### src/design/assert_macros.svh
// ----------------------------------------------------------------------------
// assert_macros
// Assertion helpers used by the generator top.
// ----------------------------------------------------------------------------
// Each macro samples on the rising edge of clk and is disabled while rst is high.
`ifndef ASSERT_MACROS_SVH
`define ASSERT_MACROS_SVH

// The consequent must hold in the same cycle as the antecedent.
`define XS_ASSERT_SAME(lbl, pre, post, msg) \
  lbl: assert property (@(posedge clk) disable iff (rst) (pre) |-> (post)) else $error(msg);

// The consequent must hold in the cycle after the antecedent.
`define XS_ASSERT_NEXT(lbl, pre, post, msg) \
  lbl: assert property (@(posedge clk) disable iff (rst) (pre) |=> (post)) else $error(msg);

`endif

### src/design/xs64_pkg.sv
// ----------------------------------------------------------------------------
// xs64_pkg
// Shared types, constants and helper functions for the xorshift64* generator.
// ----------------------------------------------------------------------------
package xs64_pkg;

  localparam logic [63:0] GOLDEN  = 64'h9E3779B97F4A7C15;
  localparam logic [63:0] MIX_A   = 64'hBF58476D1CE4E5B9;
  localparam logic [63:0] MIX_B   = 64'h94D049BB133111EB;
  localparam logic [63:0] OUT_MUL = 64'h2545F4914F6CDD1D;

  // The multiplier runs three partial products; this is the index of the last.
  localparam logic [1:0] MUL_STEP_LAST = 2'd2;

  typedef enum logic [1:0] {
    KIND_DRAW = 2'd0,
    KIND_SEED = 2'd1,
    KIND_LOAD = 2'd2,
    KIND_NONE = 2'd3
  } kind_t;

  typedef enum logic [2:0] {
    ST_IDLE,
    ST_SEED1,
    ST_SEED2,
    ST_DRAW,
    ST_DONE
  } state_t;

  // Request to the shared multiplier.
  typedef struct packed {
    logic        start;
    logic [63:0] a;
    logic [63:0] b;
  } mul_req_t;

  // Response from the shared multiplier.
  typedef struct packed {
    logic        done;
    logic [63:0] product;
  } mul_rsp_t;

  // First splitmix64 stage: add the golden ratio and fold down by 30.
  function automatic logic [63:0] seed_pre(input logic [31:0] s);
    logic [63:0] z;
    z = {32'd0, s} + GOLDEN;
    return z ^ (z >> 30);
  endfunction

  // One xorshift64 step.
  function automatic logic [63:0] xs_step(input logic [63:0] x);
    logic [63:0] y;
    y = x ^ (x >> 12);
    y = y ^ (y << 25);
    y = y ^ (y >> 27);
    return y;
  endfunction

endpackage

### src/design/xs64_mul.sv
// ----------------------------------------------------------------------------
// xs64_mul
// Shared 64 x 64 multiplier, low 64 bits of the product, built from one
// 32 x 32 multiplier in three passes.
// ----------------------------------------------------------------------------
module xs64_mul (
  input  logic               clk,
  input  logic               rst,
  input  xs64_pkg::mul_req_t req,
  output xs64_pkg::mul_rsp_t rsp
);

  logic [63:0] a_op;
  logic [63:0] b_op;
  logic [63:0] acc;
  logic [1:0]  step;
  logic        busy;
  logic        done;
  logic [31:0] mul_a;
  logic [31:0] mul_b;
  logic [63:0] prod;

  // Low x low first, then the two cross terms that land in the upper half.
  always_comb begin
    case (step)
      2'd0: begin
        mul_a = a_op[31:0];
        mul_b = b_op[31:0];
      end
      2'd1: begin
        mul_a = a_op[63:32];
        mul_b = b_op[31:0];
      end
      default: begin
        mul_a = a_op[31:0];
        mul_b = b_op[63:32];
      end
    endcase
  end

  assign prod = {32'd0, mul_a} * {32'd0, mul_b};

  always_ff @(posedge clk) begin
    if (rst) begin
      busy <= 1'b0;
      done <= 1'b0;
      step <= 2'd0;
    end else begin
      done <= 1'b0;
      if (req.start) begin
        busy <= 1'b1;
        step <= 2'd0;
      end else if (busy) begin
        step <= step + 2'd1;
        if (step == xs64_pkg::MUL_STEP_LAST) begin
          busy <= 1'b0;
          done <= 1'b1;
        end
      end
    end
  end

  always_ff @(posedge clk) begin
    if (req.start) begin
      a_op <= req.a;
      b_op <= req.b;
    end
    if (busy) begin
      if (step == 2'd0) begin
        acc <= prod;
      end else begin
        acc[63:32] <= acc[63:32] + prod[31:0];
      end
    end
  end

  assign rsp.done    = done;
  assign rsp.product = acc;

endmodule

### src/design/xorshift64_star_generator_top.sv
// ----------------------------------------------------------------------------
// xorshift64_star_generator_top
// xorshift64* random source with splitmix64 seeding, one result per request.
// ----------------------------------------------------------------------------
//
//   Channel  Handshake            Payload
//   -------  -------------------  ------------------------------------------
//   in       in_valid / in_ready  kind, seed_value, state_word
//   out      out_valid/out_ready  random_value, state_report, is_seeded
//
// A request is taken only while the sequencer is idle. Load and the unused
// kind run no multiply; a draw from a seeded state runs one, a seed two and
// a draw from an unseeded state three. Each 64-bit multiply is three passes
// through the single 32 x 32 multiplier. Reset clears the state, the seeded
// flag and out_valid, which leaves in_ready high. When the output register
// is still held by a stalled consumer, the finished result waits in the done
// state.
//
module xorshift64_star_generator_top (
  input  logic        clk,
  input  logic        rst,
  input  logic        in_valid,
  output logic        in_ready,
  input  logic [1:0]  kind,
  input  logic [31:0] seed_value,
  input  logic [63:0] state_word,
  output logic        out_valid,
  input  logic        out_ready,
  output logic [31:0] random_value,
  output logic [63:0] state_report,
  output logic        is_seeded
);

  `include "assert_macros.svh"

  xs64_pkg::state_t   state;
  xs64_pkg::state_t   state_next;
  xs64_pkg::mul_req_t mul_req;
  xs64_pkg::mul_rsp_t mul_rsp;

  // Generator state and the value produced for the current request.
  logic [63:0] gen_state;
  logic [63:0] gen_state_next;
  logic        seeded;
  logic        seeded_next;
  logic [31:0] value;
  logic [31:0] value_next;
  // Set when a draw found the generator unseeded and must seed first.
  logic        draw_pend;
  logic        draw_pend_next;
  logic        out_valid_next;

  logic [63:0] prod;
  logic [63:0] mix1;
  logic [63:0] mix2;
  logic [63:0] seed_st;
  logic [63:0] draw_x;

  xs64_mul u_mul (
    .clk (clk),
    .rst (rst),
    .req (mul_req),
    .rsp (mul_rsp)
  );

  // Splitmix64 folds that follow the two seeding multiplies, and the xorshift step that
  // feeds the output multiply. The step works on the freshly seeded state
  // when a draw had to seed first.
  assign prod    = mul_rsp.product;
  assign mix1    = prod ^ (prod >> 27);
  assign mix2    = prod ^ (prod >> 31);
  assign seed_st = (mix2 == 64'd0) ? xs64_pkg::GOLDEN : mix2;
  assign draw_x  = xs64_pkg::xs_step((state == xs64_pkg::ST_SEED2) ? seed_st : gen_state);

  assign in_ready = (state == xs64_pkg::ST_IDLE);

  always_comb begin
    state_next     = state;
    gen_state_next = gen_state;
    seeded_next    = seeded;
    value_next     = value;
    draw_pend_next = draw_pend;
    out_valid_next = out_valid && !out_ready;
    mul_req        = '0;

    unique case (state)
      xs64_pkg::ST_IDLE: begin
        if (in_valid) begin
          value_next     = 32'd0;
          draw_pend_next = 1'b0;
          case (kind)
            xs64_pkg::KIND_DRAW: begin
              if (seeded) begin
                gen_state_next = draw_x;
                mul_req.start  = 1'b1;
                mul_req.a      = draw_x;
                mul_req.b      = xs64_pkg::OUT_MUL;
                state_next     = xs64_pkg::ST_DRAW;
              end else begin
                // Unseeded draw: seed with zero first.
                draw_pend_next = 1'b1;
                mul_req.start  = 1'b1;
                mul_req.a      = xs64_pkg::seed_pre(32'd0);
                mul_req.b      = xs64_pkg::MIX_A;
                state_next     = xs64_pkg::ST_SEED1;
              end
            end
            xs64_pkg::KIND_SEED: begin
              mul_req.start = 1'b1;
              mul_req.a     = xs64_pkg::seed_pre(seed_value);
              mul_req.b     = xs64_pkg::MIX_A;
              state_next    = xs64_pkg::ST_SEED1;
            end
            xs64_pkg::KIND_LOAD: begin
              gen_state_next = state_word;
              seeded_next    = |state_word;
              state_next     = xs64_pkg::ST_DONE;
            end
            default: begin
              state_next = xs64_pkg::ST_DONE;
            end
          endcase
        end
      end
      xs64_pkg::ST_SEED1: begin
        if (mul_rsp.done) begin
          mul_req.start = 1'b1;
          mul_req.a     = mix1;
          mul_req.b     = xs64_pkg::MIX_B;
          state_next    = xs64_pkg::ST_SEED2;
        end
      end
      xs64_pkg::ST_SEED2: begin
        if (mul_rsp.done) begin
          seeded_next = 1'b1;
          if (draw_pend) begin
            gen_state_next = draw_x;
            mul_req.start  = 1'b1;
            mul_req.a      = draw_x;
            mul_req.b      = xs64_pkg::OUT_MUL;
            state_next     = xs64_pkg::ST_DRAW;
          end else begin
            gen_state_next = seed_st;
            state_next     = xs64_pkg::ST_DONE;
          end
        end
      end
      xs64_pkg::ST_DRAW: begin
        if (mul_rsp.done) begin
          value_next = prod[63:32];
          state_next = xs64_pkg::ST_DONE;
        end
      end
      xs64_pkg::ST_DONE: begin
        // Hand the result over once the output register is free.
        if (!out_valid || out_ready) begin
          out_valid_next = 1'b1;
          state_next     = xs64_pkg::ST_IDLE;
        end
      end
      default: begin
        state_next = xs64_pkg::ST_IDLE;
      end
    endcase
  end

  always_ff @(posedge clk) begin
    if (rst) begin
      state     <= xs64_pkg::ST_IDLE;
      gen_state <= 64'd0;
      seeded    <= 1'b0;
      draw_pend <= 1'b0;
      out_valid <= 1'b0;
    end else begin
      state     <= state_next;
      gen_state <= gen_state_next;
      seeded    <= seeded_next;
      draw_pend <= draw_pend_next;
      out_valid <= out_valid_next;
    end
  end

  // Result payload; loaded only as the done state hands over a result.
  always_ff @(posedge clk) begin
    value <= value_next;
    if (state == xs64_pkg::ST_DONE && (!out_valid || out_ready)) begin
      random_value <= value;
      state_report <= seeded ? gen_state : 64'd0;
      is_seeded    <= seeded;
    end
  end

  // The multiplier only reports back while a multiply is outstanding.
  `XS_ASSERT_SAME(a_idle_no_mul, state == xs64_pkg::ST_IDLE, !mul_rsp.done, "multiplier done while idle")
  // A seeded generator never holds the all-zero state.
  `XS_ASSERT_SAME(a_seeded_nonzero, seeded, gen_state != 64'd0, "seeded with zero state")
  // An unseeded result reports a zero state.
  `XS_ASSERT_SAME(a_report_zero, out_valid && !is_seeded, state_report == 64'd0, "unseeded state leaked")
  // Only one request is in work at a time.
  `XS_ASSERT_NEXT(a_one_request, in_valid && in_ready, !in_ready, "request taken while busy")

endmodule
### config.mk
export PLATFORM = sky130hd
export DESIGN_NAME = xorshift64_star_generator_top
export DESIGN_NICKNAME = d
export VERILOG_FILES = /design/src/design/xs64_pkg.sv /design/src/design/xs64_mul.sv /design/src/design/xorshift64_star_generator_top.sv
export VERILOG_INCLUDE_DIRS = /design/src /design/src/design
export SDC_FILE = /design/constraint.sdc
export NUM_CORES = 2
export LEC_CHECK = 0
export ABC_AREA = 1
export BUFFER_PORTS_ARGS = -buffer_cell sky130_fd_sc_hd__buf_2
export CORE_MARGIN = 2
export CORE_UTILIZATION = 30
export CTS_BUF_LIST = sky130_fd_sc_hd__clkbuf_8
export DETAILED_ROUTE_END_ITERATION = 10
export GPL_TIMING_DRIVEN = 0
export PLACE_DENSITY = 0.54
export SYNTH_ARGS = -nofsm -noshare
export SYNTH_HDL_FRONTEND = slang
export SYNTH_SLANG_ARGS = --single-unit
### constraint.sdc
create_clock -name clk -period 8.47 [get_ports clk]
set_input_delay 1.694 -clock clk [delete_from_list [all_inputs] [get_ports clk]]
set_output_delay 1.694 -clock clk [all_outputs]
set_load 0.01 [all_outputs]
==> results.yml <==
run_status:
  violations: "setup timing"
  outcome: "finished with violations"
global_route:
  gr-total-overflow: 0
  grt_use_total: 0.335
  grt_pass1_wl_um: 415000
  grt_pass1_vias: 51400
  grt_max_degree: 50
  antenna_found_initial: 25
synth:
  synth_edf_count: 264
  netlist_area_um2: 52900
  yosysUniqueCellTypes: 51
  ys_async_sr_fraction: 0
  ys.flop_type: "edfxtp_1"
  ys_ff_latch: 338
  avgSynthCellArea_um2: 7.89
  syn_nets: 8003
  yosysSeqAreaShare: 0.178
  synthesis.yosys.warnings: 0
  synthCells: 6707
clocking:
  cts-root-buf: "clkbuf_8"
  clk_latency_ns: 0.79
  numCtsBuffers: 61
  clk_pin_slew_ns: 0.07
  cts_buffer_depth: 3
  ctsHtreeMaxLevel: 2
  cts_sinks: 338
  cts_tree: "done"
floorplanning:
  core_region_area_um2: 176000
  die_area_um2: 180000
  die_w_um: 424
  die_y_um: 424
  start_util: 0.301
  rows: 154
  ios: 201
setup_path:
  slowest_delay_ns: 0.76
  endpoint_kind: "flop"
  worstSetupStartpointType: "flop"
  rr_worst_depth: 44
  cp.arrival_ns: 9.95
  crit_type: "reg -> reg"
  critPathMaxFanout: 5
  required_ns: 8.96
  slowest_stage: "fa_2"
timing:
  slew_violations: 0
  worst_pin_slew_ns: 1.47
  skew_ns: 0.0782
  max_clock_freq_mhz: 106
  tns_ns: -11.85
  finalHoldViolCount: 0
  hold_slack_ns: 0.421
  worst_slack_ns: -0.998
  min_period_ns: 9.47
  setup_viol: 28
  rsz0062_at_grt: "yes"
  slew_headroom: 0.0154
  post-route-period-util: 1.12
drt:
  wirelength_um: 305000
  routed_via_density: 5.33
  vias: 51300
  wl_per_cell_um: 31.6
  drc: 0
  ant_nets: 0
  firstDrtPassIters: 8
  drt-initial-drc-count: 5961
finish:
  drive_gt1_frac: 0.197
  fillers: 18500
  final_cell_mix: "nand2_1, inv_1, fa_1"
  layout_commonest_cell: "nand2_1"
  fin_nets: 8527
  instances_no_fill: 9636
  syn_to_final_growth_pct: 23.2
  seqCellArea_um2: 9420
  multi_input_area_um2: 41200
placed_design:
  dp_hpwl_um: 257000
  place_inst: 9254
  gp_congestion: 1.06
  io_buffer_count: 200
  place_ws_ns: -3.82
min_path:
  whs_path_depth: 0
  hold_path.class: "reg -> reg"
job:
  maxCapViolations: 0
==> kinds of logic after synthesis <==
family | synth area share
adder cells (fa/ha/maj) | 0.405
buffers and inverters | 0.110
flip-flops | 0.178
AO/OA/AOI/OAI | 0.0843
AND/OR/NAND/NOR | 0.207
XOR/XNOR | 0.0157
==> registers in the layout, summed over array words and instances (netlist names) <==
name,count
u_mul.acc,64
seeded,1
gen_state,64
u_mul.step,2
u_mul.a_op,64
out_valid,1
draw_pend,1
state,3
is_seeded,1
u_mul.b_op,7
value,32
state_report,64
u_mul.done,1
random_value,32
u_mul.busy,1
==> path summary, 6_finish.rpt <==
| check | slack, ns | endpoint | start |
|---|---|---|---|
| setup reg to reg | -1.0 | u_mul.acc[61]$_DFFE_PP_ | u_mul.step[1]$_SDFFE_PP0P_ |
| hold / removal | 0.42 | random_value[10]$_DFFE_PP_ | value[10]$_SDFFCE_PN0P_ |
| hold reg to reg | 0.42 | random_value[10]$_DFFE_PP_ | value[10]$_SDFFCE_PN0P_ |
| setup / recovery | -1.0 | u_mul.acc[61]$_DFFE_PP_ | u_mul.step[1]$_SDFFE_PP0P_ |
==> cell type report <==
cell class	instances	share of cell area
multi-input cells	4833	0.633
flip-flops and latches	338	0.144
inverters	1298	0.0768
repair buffers	465	0.0557
well taps	2340	0.0449
plain buffers	234	0.0255
clock buffers	69	0.0146
clock inverters	45	0.00470
diodes	14	0.000538
==> Yosys cell counts (11+ instances only) <==
master	instances	area, um^2
a21oi_1	300	1500
a31oi_1	27	169
buf_2	19	95.1
clkbuf_1	207	777
clkinv_1	23	86.3
dfxtp_1	74	1480
edfxtp_1	264	7930
fa_1	865	17300
ha_1	329	4120
inv_1	1247	4680
inv_2	28	105
nand2_1	1622	6090
nand3_1	274	1370
nand4_1	15	93.8
nor2_1	687	2580
nor3_1	24	120
nor4_1	24	150
o211ai_1	27	203
o21ai_0	351	1760
o21ai_1	28	140
o21bai_1	12	90.1
o221ai_1	11	96.3
or2_2	56	350
xnor2_1	45	394
xor2_1	50	438
==> per-layer routing <==
layer | track usage | share of wire | vias up
li1 | - | - | 21800
met1 | 0.451 | 0.41 | 26100
met2 | 0.515 | 0.44 | 2766
met3 | 0.0596 | 0.087 | 594
met4 | 0.168 | 0.060 | 18
met5 | 0 | 0.00035 | -
==> worst max-delay path, delay by kind of cell (launching register included) <==
| family | cells | cell delay [ns] |
|---|---|---|
| xor+xnor | 1 | 0.33 |
| simple gates | 11 | 0.90 |
| compound gates | 6 | 0.92 |
| buf+inv | 15 | 1.44 |
| fa+ha+maj | 11 | 5.24 |
| flops | 1 | 0.34 |
==> metrics by stage <==
step                utilization  cell area (um^2)
finish                    0.371             65200
global placement          0.325             57100
CTS                       0.362             63600
floorplan                     -             53200
global route              0.371             65200
detailed placement        0.326             57300
==> what timing repair did <==
| item | CTS | global route |
|---|---|---|
| gates resized for setup | 910 | 248 |
| cloned | 1 | 0 |
| endpoints found under the setup margin | 56 | 39 |
| hold buffers | 0 | 0 |
| setup buffers | 180 | 84 |
| pin swaps | 161 | 126 |
Power is left out: the tool's default activity adds up to more than one toggle a clock period on the data nets, which glitch-free logic cannot reach.
